File: src/design/i2r_pkg.sv
package i2r_pkg;

   localparam int QUEUE_DEPTH = 2;

   localparam logic [2:0] SYM_I = 3'd0;
   localparam logic [2:0] SYM_V = 3'd1;
   localparam logic [2:0] SYM_X = 3'd2;
   localparam logic [2:0] SYM_L = 3'd3;
   localparam logic [2:0] SYM_C = 3'd4;
   localparam logic [2:0] SYM_D = 3'd5;
   localparam logic [2:0] SYM_M = 3'd6;

   localparam logic [1:0] DEC_THOU = 2'd0;
   localparam logic [1:0] DEC_HUND = 2'd1;
   localparam logic [1:0] DEC_TENS = 2'd2;
   localparam logic [1:0] DEC_UNIT = 2'd3;

   typedef struct packed {
      logic [2:0] thou;
      logic [3:0] hund;
      logic [3:0] tens;
      logic [3:0] units;
   } digits_type;

   typedef struct packed {
      logic       valid;
      digits_type digits;
   } q_wr_type;

   typedef struct packed {
      logic       valid;
      digits_type digits;
   } q_rd_type;

   typedef enum logic [1:0] {
      F_IDLE,
      F_THOU,
      F_HUND,
      F_TENS
   } front_state_type;

   // symbols produced by one decimal digit
   function automatic logic [2:0] digit_len(input logic [1:0] dec, input logic [3:0] d);
      logic [2:0] len;
      len = 3'd0;
      if (dec == DEC_THOU) begin
         len = d[2:0];
      end else begin
         unique case (d)
            4'd0, 4'd1, 4'd2, 4'd3: len = d[2:0];
            4'd4, 4'd9:             len = 3'd2;
            4'd5, 4'd6, 4'd7, 4'd8: len = 3'(d - 4'd4);
            default:                len = 3'd0;
         endcase
      end
      return len;
   endfunction

   function automatic logic [2:0] digit_sym(input logic [1:0] dec, input logic [3:0] d,
                                            input logic [1:0] k);
      logic [2:0] one;
      logic [2:0] five;
      logic [2:0] ten;
      logic [2:0] sym;
      unique case (dec)
         DEC_THOU: begin one = SYM_M; five = SYM_M; ten = SYM_M; end
         DEC_HUND: begin one = SYM_C; five = SYM_D; ten = SYM_M; end
         DEC_TENS: begin one = SYM_X; five = SYM_L; ten = SYM_C; end
         default:  begin one = SYM_I; five = SYM_V; ten = SYM_X; end
      endcase
      if (dec == DEC_THOU) begin
         sym = one;
      end else if (d == 4'd4) begin
         sym = (k == 2'd0) ? one : five;
      end else if (d == 4'd9) begin
         sym = (k == 2'd0) ? one : ten;
      end else if (d >= 4'd5) begin
         sym = (k == 2'd0) ? five : one;
      end else begin
         sym = one;
      end
      return sym;
   endfunction

   function automatic logic [11:0] thou_val(input logic [2:0] t);
      logic [11:0] v;
      unique case (t)
         3'd1:    v = 12'd1000;
         3'd2:    v = 12'd2000;
         3'd3:    v = 12'd3000;
         3'd4:    v = 12'd4000;
         default: v = 12'd0;
      endcase
      return v;
   endfunction

   function automatic logic [9:0] hund_val(input logic [3:0] h);
      logic [9:0] v;
      unique case (h)
         4'd1:    v = 10'd100;
         4'd2:    v = 10'd200;
         4'd3:    v = 10'd300;
         4'd4:    v = 10'd400;
         4'd5:    v = 10'd500;
         4'd6:    v = 10'd600;
         4'd7:    v = 10'd700;
         4'd8:    v = 10'd800;
         4'd9:    v = 10'd900;
         default: v = 10'd0;
      endcase
      return v;
   endfunction

endpackage

File: src/design/integer_to_roman_symbols_top.sv
// The front end splits a value into digits (F_THOU, F_HUND, F_TENS) and queues them;
// the back end emits one symbol per cycle while rsp_tready allows. The digit split of a
// new value overlaps with the emitter, so values are taken while symbols still go out.
// A value of zero produces no output transactions.
// Reset is synchronous, active high, and clears the sequencers, queue and output valid.
module integer_to_roman_symbols_top #(
   parameter int QueueDepth = i2r_pkg::QUEUE_DEPTH
) (
   input  logic        clock,
   input  logic        reset,
   input  logic        req_tvalid,
   output logic        req_tready,
   input  logic [15:0] req_tdata,   // [11:0] value
   output logic        rsp_tvalid,
   input  logic        rsp_tready,
   output logic [7:0]  rsp_tdata,   // [2:0] symbol
   output logic        rsp_tlast    // last_symbol
);
   import i2r_pkg::*;

   q_wr_type   q_wr;
   q_rd_type   q_rd;
   logic       q_full;
   logic       q_pop;
   logic [2:0] symbol;

   i2r_front u_front (
      .clock    (clock),
      .reset    (reset),
      .in_valid (req_tvalid),
      .in_ready (req_tready),
      .in_value (req_tdata[11:0]),
      .q_wr     (q_wr),
      .q_full   (q_full)
   );

   i2r_queue #(
      .QueueDepth (QueueDepth)
   ) u_queue (
      .clock  (clock),
      .reset  (reset),
      .q_wr   (q_wr),
      .q_full (q_full),
      .q_rd   (q_rd),
      .q_pop  (q_pop)
   );

   i2r_back u_back (
      .clock      (clock),
      .reset      (reset),
      .q_rd       (q_rd),
      .q_pop      (q_pop),
      .out_valid  (rsp_tvalid),
      .out_ready  (rsp_tready),
      .out_symbol (symbol),
      .out_last   (rsp_tlast)
   );

   assign rsp_tdata = {5'b00000, symbol};

endmodule

File: src/design/i2r_front.sv
module i2r_front (
   input  logic              clock,
   input  logic              reset,
   input  logic              in_valid,
   output logic              in_ready,
   input  logic [11:0]       in_value,
   output i2r_pkg::q_wr_type q_wr,
   input  logic              q_full
);
   import i2r_pkg::*;

   front_state_type state_ff, state_in;
   logic [11:0] val_ff, val_in;
   logic [2:0]  thou_ff, thou_in;
   logic [9:0]  r1_ff, r1_in;
   logic [3:0]  hund_ff, hund_in;
   logic [6:0]  r2_ff, r2_in;

   logic [15:0] hund_prod;
   logic [13:0] tens_prod;
   logic [3:0]  tens_d;
   logic [3:0]  units_d;
   logic [6:0]  tens_x10;
   logic        is_zero;

   // r/100 = (r*41)>>12 for r < 1000; r/10 = (r*103)>>10 for r < 100
   assign hund_prod = 16'(r1_ff) * 16'd41;
   assign tens_prod = 14'(r2_ff) * 14'd103;
   assign tens_d    = tens_prod[13:10];
   assign tens_x10  = 7'({tens_d, 3'b000}) + 7'({tens_d, 1'b0});
   assign units_d   = 4'(r2_ff - tens_x10);
   assign is_zero   = (thou_ff == 3'd0) && (hund_ff == 4'd0) &&
                      (tens_d == 4'd0) && (units_d == 4'd0);

   always_ff @(posedge clock) begin
      if (reset) begin
         state_ff <= F_IDLE;
      end else begin
         state_ff <= state_in;
      end
      val_ff  <= val_in;
      thou_ff <= thou_in;
      r1_ff   <= r1_in;
      hund_ff <= hund_in;
      r2_ff   <= r2_in;
   end

   always_comb begin
      state_in  = state_ff;
      val_in    = val_ff;
      thou_in   = thou_ff;
      r1_in     = r1_ff;
      hund_in   = hund_ff;
      r2_in     = r2_ff;
      in_ready  = 1'b0;
      q_wr.valid          = 1'b0;
      q_wr.digits.thou    = thou_ff;
      q_wr.digits.hund    = hund_ff;
      q_wr.digits.tens    = tens_d;
      q_wr.digits.units   = units_d;
      unique case (state_ff)
         F_IDLE: begin
            in_ready = 1'b1;
            if (in_valid) begin
               val_in   = in_value;
               state_in = F_THOU;
            end
         end
         F_THOU: begin
            priority if (val_ff >= 12'd4000) thou_in = 3'd4;
            else if (val_ff >= 12'd3000)     thou_in = 3'd3;
            else if (val_ff >= 12'd2000)     thou_in = 3'd2;
            else if (val_ff >= 12'd1000)     thou_in = 3'd1;
            else                             thou_in = 3'd0;
            r1_in    = 10'(val_ff - thou_val(thou_in));
            state_in = F_HUND;
         end
         F_HUND: begin
            hund_in  = hund_prod[15:12];
            r2_in    = 7'(r1_ff - hund_val(hund_in));
            state_in = F_TENS;
         end
         default: begin
            if (is_zero) begin
               state_in = F_IDLE;
            end else if (!q_full) begin
               q_wr.valid = 1'b1;
               state_in   = F_IDLE;
            end
         end
      endcase
   end

endmodule

File: src/design/i2r_queue.sv
module i2r_queue #(
   parameter int QueueDepth = i2r_pkg::QUEUE_DEPTH
) (
   input  logic              clock,
   input  logic              reset,
   input  i2r_pkg::q_wr_type q_wr,
   output logic              q_full,
   output i2r_pkg::q_rd_type q_rd,
   input  logic              q_pop
);
   import i2r_pkg::*;

   localparam int PtrW = $clog2(QueueDepth);
   localparam int CntW = $clog2(QueueDepth + 1);
   localparam logic [PtrW-1:0] LastPtr = PtrW'(QueueDepth - 1);

   digits_type        mem_ff [QueueDepth];
   logic [PtrW-1:0]   wr_ptr_ff, wr_ptr_in;
   logic [PtrW-1:0]   rd_ptr_ff, rd_ptr_in;
   logic [CntW-1:0]   count_ff, count_in;
   logic              push;
   logic              pop;

   assign q_full      = (count_ff == CntW'(QueueDepth));
   assign q_rd.valid  = (count_ff != '0);
   assign q_rd.digits = mem_ff[rd_ptr_ff];
   assign push        = q_wr.valid && !q_full;
   assign pop         = q_pop && q_rd.valid;

   always_comb begin
      wr_ptr_in = wr_ptr_ff;
      rd_ptr_in = rd_ptr_ff;
      count_in  = count_ff;
      if (push) begin
         wr_ptr_in = (wr_ptr_ff == LastPtr) ? '0 : wr_ptr_ff + 1'b1;
      end
      if (pop) begin
         rd_ptr_in = (rd_ptr_ff == LastPtr) ? '0 : rd_ptr_ff + 1'b1;
      end
      if (push && !pop) begin
         count_in = count_ff + 1'b1;
      end else if (pop && !push) begin
         count_in = count_ff - 1'b1;
      end
   end

   always_ff @(posedge clock) begin
      if (reset) begin
         wr_ptr_ff <= '0;
         rd_ptr_ff <= '0;
         count_ff  <= '0;
      end else begin
         wr_ptr_ff <= wr_ptr_in;
         rd_ptr_ff <= rd_ptr_in;
         count_ff  <= count_in;
      end
      if (push) begin
         mem_ff[wr_ptr_ff] <= q_wr.digits;
      end
   end

endmodule

File: src/design/i2r_back.sv
module i2r_back (
   input  logic              clock,
   input  logic              reset,
   input  i2r_pkg::q_rd_type q_rd,
   output logic              q_pop,
   output logic              out_valid,
   input  logic              out_ready,
   output logic [2:0]        out_symbol,
   output logic              out_last
);
   import i2r_pkg::*;

   logic        active_ff, active_in;
   logic [3:0]  dig_ff [4];
   logic [3:0]  dig_in [4];
   logic [1:0]  dec_ff, dec_in;
   logic [1:0]  k_ff, k_in;
   logic        vld_ff, vld_in;
   logic [2:0]  sym_ff, sym_in;
   logic        last_ff, last_in;

   logic [3:0]  ld_dig [4];
   logic [1:0]  ld_dec;
   logic [3:0]  cur_d;
   logic [2:0]  cur_len;
   logic        more_here;
   logic        nxt_found;
   logic [1:0]  nxt_dec;
   logic        step;

   assign ld_dig[0] = {1'b0, q_rd.digits.thou};
   assign ld_dig[1] = q_rd.digits.hund;
   assign ld_dig[2] = q_rd.digits.tens;
   assign ld_dig[3] = q_rd.digits.units;

   assign cur_d     = dig_ff[dec_ff];
   assign cur_len   = digit_len(dec_ff, cur_d);
   assign more_here = (3'({1'b0, k_ff}) + 3'd1) < cur_len;
   assign step      = active_ff && (!vld_ff || out_ready);
   assign q_pop     = q_rd.valid && !active_ff;

   always_comb begin
      ld_dec    = DEC_UNIT;
      nxt_found = 1'b0;
      nxt_dec   = DEC_UNIT;
      for (int i = 3; i >= 0; i--) begin
         if (ld_dig[i] != 4'd0) begin
            ld_dec = 2'(i);
         end
         if ((2'(i) > dec_ff) && (dig_ff[i] != 4'd0)) begin
            nxt_found = 1'b1;
            nxt_dec   = 2'(i);
         end
      end
   end

   always_comb begin
      active_in = active_ff;
      dig_in    = dig_ff;
      dec_in    = dec_ff;
      k_in      = k_ff;
      vld_in    = vld_ff;
      sym_in    = sym_ff;
      last_in   = last_ff;
      if (q_pop) begin
         active_in = 1'b1;
         dig_in    = ld_dig;
         dec_in    = ld_dec;
         k_in      = 2'd0;
      end
      if (step) begin
         vld_in  = 1'b1;
         sym_in  = digit_sym(dec_ff, cur_d, k_ff);
         last_in = !more_here && !nxt_found;
         if (more_here) begin
            k_in = k_ff + 2'd1;
         end else if (nxt_found) begin
            dec_in = nxt_dec;
            k_in   = 2'd0;
         end else begin
            active_in = 1'b0;
         end
      end else if (out_ready) begin
         vld_in = 1'b0;
      end
   end

   always_ff @(posedge clock) begin
      if (reset) begin
         active_ff <= 1'b0;
         vld_ff    <= 1'b0;
      end else begin
         active_ff <= active_in;
         vld_ff    <= vld_in;
      end
      dig_ff  <= dig_in;
      dec_ff  <= dec_in;
      k_ff    <= k_in;
      sym_ff  <= sym_in;
      last_ff <= last_in;
   end

   assign out_valid  = vld_ff;
   assign out_symbol = sym_ff;
   assign out_last   = last_ff;

endmodule
File: config.mk
export PLATFORM = sky130hd
export DESIGN_NAME = integer_to_roman_symbols_top
export DESIGN_NICKNAME = d
export VERILOG_FILES = /design/src/design/i2r_pkg.sv /design/src/design/integer_to_roman_symbols_top.sv /design/src/design/i2r_front.sv /design/src/design/i2r_queue.sv /design/src/design/i2r_back.sv
export SDC_FILE = /design/constraint.sdc
export NUM_CORES = 1
export LEC_CHECK = 0
export BUFFER_PORTS_ARGS = -buffer_cell sky130_fd_sc_hd__buf_2
export CAP_MARGIN = 20
export CORE_ASPECT_RATIO = 0.75
export CORE_UTILIZATION = 40
export DETAILED_ROUTE_END_ITERATION = 6
export GPL_ROUTABILITY_DRIVEN = 0
export SYNTH_ARGS = -nofsm -noshare
export SYNTH_HDL_FRONTEND = slang
export SYNTH_SLANG_ARGS = --single-unit
export TNS_END_PERCENT = 100
File: constraint.sdc
create_clock -name clock -period 8.95 [get_ports clock]
set_input_delay 0.4475 -clock clock [delete_from_list [all_inputs] [get_ports clock]]
set_output_delay 0.4475 -clock clock [all_outputs]
set_load 0.01 [all_outputs]
* Word level (Yosys, flattened, before mapping) *
Memory sizes are Yosys's and may differ from the RTL's. A register that Yosys moved wholly into a read port is not among the register bits.
Index checks and enable logic that the tools add are counted.

word-level totals
  bits in read-only memories = 128
  register bits = 67
  output and inout port bits = 11
  bits in latches = 0
  memories kept = 2
  logic and storage cells = 175
  RAM bits = 30

operators by class
  shift operators = 0
  mux-type cells = 63
  reduce and logical (&&, ||, !) cells = 46
  multipliers = 2
  equality and inequality tests = 20
  bitwise gates (word level) = 1
  $lt $le $gt $ge = 11
  divide/modulo/power cells = 0
  $add $sub $neg = 11

memory list
  memory            depth  width  rd ports  clocked after Yosys merged registers in  wr ports  line             text
  (name not given)  16     8      1         0                                        0         i2r_pkg.sv:99    unique case (h)
  u_queue.mem_ff    2      15     1         1                                        1         i2r_queue.sv:17  digits_type mem_ff [QueueDepth];

operators by type and width
  kind                     count
  $pmux W10 S4             1
  $mux W3                  12
  $mux W2                  17
  $reduce_bool A4 Y1       7
  $ge A12 B12 Y1 const B   2
  $mux W1                  23
  $pmux W3 S3              2
  $eq A4 B3 Y1 const B     4
  $logic_not A4 Y1         4
  $mul A10 B6 Y16 const B  1
  $logic_and A1 B1 Y1      14
  $mul A7 B7 Y14 const B   1
  $ge A12 B10 Y1 const B   1
  $ge A12 B11 Y1 const B   1
  $pmux W3 S2              2
  $mux W10                 1
  $sub A10 B10 Y10         1
  $bmux W4 S2              1
  $eq A4 B2 Y1 const B     2
  $eq A4 B4 Y1 const B     2
  $mux W4                  2
  $reduce_or A4 Y1         2
  $logic_not A1 Y1         7
  $mux W7                  1
  30 further kinds         43

* Depth between registers and ports, before layout *
  depth after elaboration = 12
  mapped depth = 27
  gate-level depth less buffers = 27

* By module *
Synthesis repeated with hierarchy kept, for this count alone.

unflattened totals
  cells, all modules = 563
  area total of the unflattened synthesis = 6648.9 µm²

by module, submodules not included
  module                        area each (µm²)  cells each  sequential area each (µm²)  times used
  i2r_front                     3910.0           365         1121.1                      1
  i2r_back                      1395.1           120         690.7                       1
  i2r_queue                     1302.5           72          1001.0                      1
  integer_to_roman_symbols_top  41.3             6           0.0                         1

* Worst setup path before layout *
No wires, ideal clock.

  kind = register to register
  from = register u_front.r2_ff[6]
  to = register u_queue.count_ff[1]
  clock period less this slack = 5.440 ns
  arrival = 5.369 ns
  cell stages (with the launch flop) = 21
  library setup time = 0.071 ns
  buffers on the path = 0
  path slack = 3.510 ns
  cell sequence = edfxtp_1 -> ha_1 -> inv_1 -> fa_1 -> fa_1 -> ha_1 -> ha_1 -> a21oi_1 -> nor2b_2 -> a211oi_2 -> or3_1 -> nand2_1 -> ha_1 -> xnor2_1 -> nor3_1 -> nand3_1 -> or4b_1 -> o31a_2 -> ha_1 -> or3_1 -> a21oi_1

RTL lines
  what                    line             text
  start, declared         i2r_front.sv:17  logic [6:0] r2_ff, r2_in;
  start signal, assigned  i2r_front.sv:45  r2_ff <= r2_in;
  end signal, assigned    i2r_queue.sv:55  count_ff <= count_in;
  end, declared           i2r_queue.sv:20  logic [CntW-1:0] count_ff, count_in;

==> summary.md <==
| Metric | Value |
|---|---|
| Status | completed |
| Area grow syn2layout | 9.167% |
| Worst path max stage delay | 640 ps |
| Ys flop type | edfxtp_1 |
| Synth cell types | 60 |
| Clk Latency, worst-skew pair | 350 ps |
| Routed len/inst | 14.52 um |
| 1st-pass router iterations | 4 |
| Starting DRT DRC Count | 242 |
| Worst path cell trace | inv_1 -> ha_1 -> inv_1 -> fa_1 -> fa_1 -> ha_1 -> ha_1 -> a21oi_1 -> nor2b_2 -> a211oi_2 -> or3_1 -> nand2_1 -> ha_1 -> xnor2_1 -> nor3_1 -> nand3_1 -> or4b_1 -> o31a_2 -> ha_1 -> or3_1 -> a21oi_1 |
| Element type at the critical path start | flip-flop |
| Tot GR Track Use | 0.1489 |
| CTS tree | yes |
| Worst Tran Pin Value | 738.9 ps |
| CP max-delay cell | or4b_1 |
| Synth Instances | 543 |
| Cts bufs inserted | 9 |
| Initial antenna violation count | 0 |
| Postcts setup bufs | 0 |
| Nature of the critical path endpoint | flip-flop |
| # DRC | 0 |
| Clk_skew | 6.427 ps |
| Die extent in x | 148.1 um |
| IO Pins | 31 |
| Critical path data required time | 9230 ps |
| Asr flop ratio synth | 0 |
| Sequential area share after synthesis | 0.4394 |
| F_max | 165.0 MHz |
| Max_slew headroom | 0.5074 |
| Final setup vio count | 0 |
| ANT cells | 0 |
| Vias in the first global route | 3960 |
| Starting Density | 0.4151 |
| WP buf/inv | 2 |
| CP Class | flip-flop to flip-flop |
| Die height | 111.6 um |
| Final ANT Viol Nets | 0 |
| Htree depth | 3 |
| Grt total ovfl | 0 |
| Nets | 701 |
| Vias | 4030 |
| Fin. max-slew vios | 0 |
| WHS | 273.5 ps |
| Data arrival, critical path | 6340 ps |
| Total core area | 0.01542 mm^2 |
| Max-cap violations | 0 |
| CTS root buffer | clkbuf_16 |
| Die area | 0.01652 mm^2 |
| PortBufs | 21 |
| Synthesized area | 0.006401 mm^2 |
| Worst-path clk slew | 70 ps |
| EDFF count, synth | 85 |
| Tmin final | 6061 ps |
| CP most frequent cell | ha_1 |
| Tcrit/Tclk final | 0.6772 |
| Sink Count | 98 |
| Final Hold Vio Count | 0 |
| Wire length of the first global-routing pass | 19290 um |
| DP Wirelength | 9006 um |
| Fillers | 1456 |
| Worst Hold Class | primary input to flip-flop |
| Crit-path leading delay family | adder cells |
| Mean Syn Cell Area | 11.79 um^2 |
| DR vias/cell | 5.193 |
| Post-route setup TNS | 0 ps |
| Rows | 39 |
| Largest net degree at the start of global routing | 18 |
| Yosys warns | 0 |
| Unrepaired setup endpoints after global routing | false |
| Crit Path Max Fanout | 5 |
| FF+latch count, synth | 98 |
| Post-cts hold buffer count | 0 |
| Max Root-Sink Buffers | 2 |
| CTS resizes | 0 |
| Layout cells sized above 1 | 0.1191 |
| Final WL | 11270 um |
logic make-up after synthesis:
family,Yosys count,synth area share
AOI/OAI and AO/OA,93,0.1011
buffers and inverters,83,0.05160
and+or+nand+nor,103,0.08346
xor gates and xnor gates,25,0.03421
muxes,25,0.04847
adders and majority gates,115,0.2412
DFF,98,0.4394
other,1,0.0005858
state kept, by name, indices dropped and copies added, names as in the netlist, named ones only:
name / cells
u_queue.count_ff: 2
u_front.state_ff: 2
u_back.dig_ff: 15
u_queue.wr_ptr_ff: 1
u_front.r1_ff: 10
u_back.k_ff: 2
u_front.thou_ff: 3
u_back.active_ff: 1
u_front.hund_ff: 4
u_back.out_last: 1
u_back.out_symbol: 3
u_front.val_ff: 12
u_back.out_valid: 1
u_front.r2_ff: 7
u_back.dec_ff: 2
u_queue.mem_ff: 30
u_queue.rd_ptr_ff: 1
per-stage QoR:
stage / worst slack [ps] / utilization / cell area [um^2] / std cells
6_report: 2889 / 0.4532 / 6988 / 776
5_1_grt: 2438 / 0.4532 / 6988 / 776
4_1_cts: 2855 / 0.4532 / 6988 / 776
3_5_place_dp: 2883 / 0.4357 / 6718 / 760
3_3_place_gp: 2982 / 0.4357 / 6718 / 760
2_1_floorplan: 3510 / - / 6416 / 547
layout by cell type, fill, tap and decap left out, types with 5 or more instances in the layout:
cell       count
nand2_1       25
inv_1         68
mux2_2        18
buf_2         21
a21oi_1       25
nor3_1         8
nand3_1        9
xor2_1         9
clkbuf_16      9
fa_1          14
dfxtp_1       13
and2_1         5
o311ai_0       5
a21o_1         9
conb_1         5
nor2_1        20
nor2b_1        5
xnor2_1       16
o21ai_0       16
ha_1         101
nor4_1         9
edfxtp_1      85
worst register-to-register path, delay by kind of cell (launching register included):
kind,cells,cell delay [ps]
compound gates,4,660
flops,1,520
buf+inv,2,150
simple gates,7,2050
xor+xnor,1,170
fa+ha+maj,7,2460
cells in the mapped netlist (5+ instances only):
cell type,number,share of area
a21o_1,9,0.011
a21oi_1,25,0.020
and2_1,5,0.0049
buf_4,5,0.0059
clkbuf_1,9,0.0053
dfxtp_1,13,0.041
edfxtp_1,85,0.40
fa_1,14,0.044
ha_1,101,0.20
inv_1,68,0.040
mux2_2,18,0.032
nand2_1,25,0.015
nand3_1,9,0.0070
nor2_1,20,0.012
nor2b_1,5,0.0049
nor3_1,8,0.0063
nor4_1,9,0.0088
o21ai_0,16,0.013
o311ai_0,5,0.0068
xnor2_1,16,0.022
xor2_1,9,0.012
path summary, 6_finish.rpt:
check	startpoint	end	slack, ps	cells past startpoint
max	u_front.r2_ff[5]	u_queue.count_ff[1]	2890	21
min	req_tdata[7]	u_front.val_ff[7]	270	1
max reg2reg	u_front.r2_ff[5]	u_queue.count_ff[1]	2890	21
min reg2reg	u_front.val_ff[2]	u_front.r1_ff[2]	420	0
layer usage:
metal	vias to the layer above	part of all wire	track usage	routed length (um)
met3	12	0.040	0.04139	452
li1	2013	-	-	-
met2	68	0.44	0.2319	4996
met4	0	0.0092	0.02887	104
met5	-	0	0	0
met1	1937	0.51	0.2075	5715
area by class of cell:
| type | count | area (um^2) | area share |
|---|---|---|---|
| Multi-Input combinational cell | 366 | 3273 | 0.4684 |
| Timing Repair Buffer | 23 | 120.1 | 0.01719 |
| Clock buffer | 10 | 229.0 | 0.03277 |
| Sequential cell | 98 | 2813 | 0.4025 |
| Tap cell | 205 | 256.5 | 0.03671 |
| Inverter | 68 | 255.2 | 0.03653 |
| Clock inverter | 6 | 41.29 | 0.005909 |
Power is not shown: default switching activity piles up to over one toggle a cycle in this logic, so the estimate is an artifact.
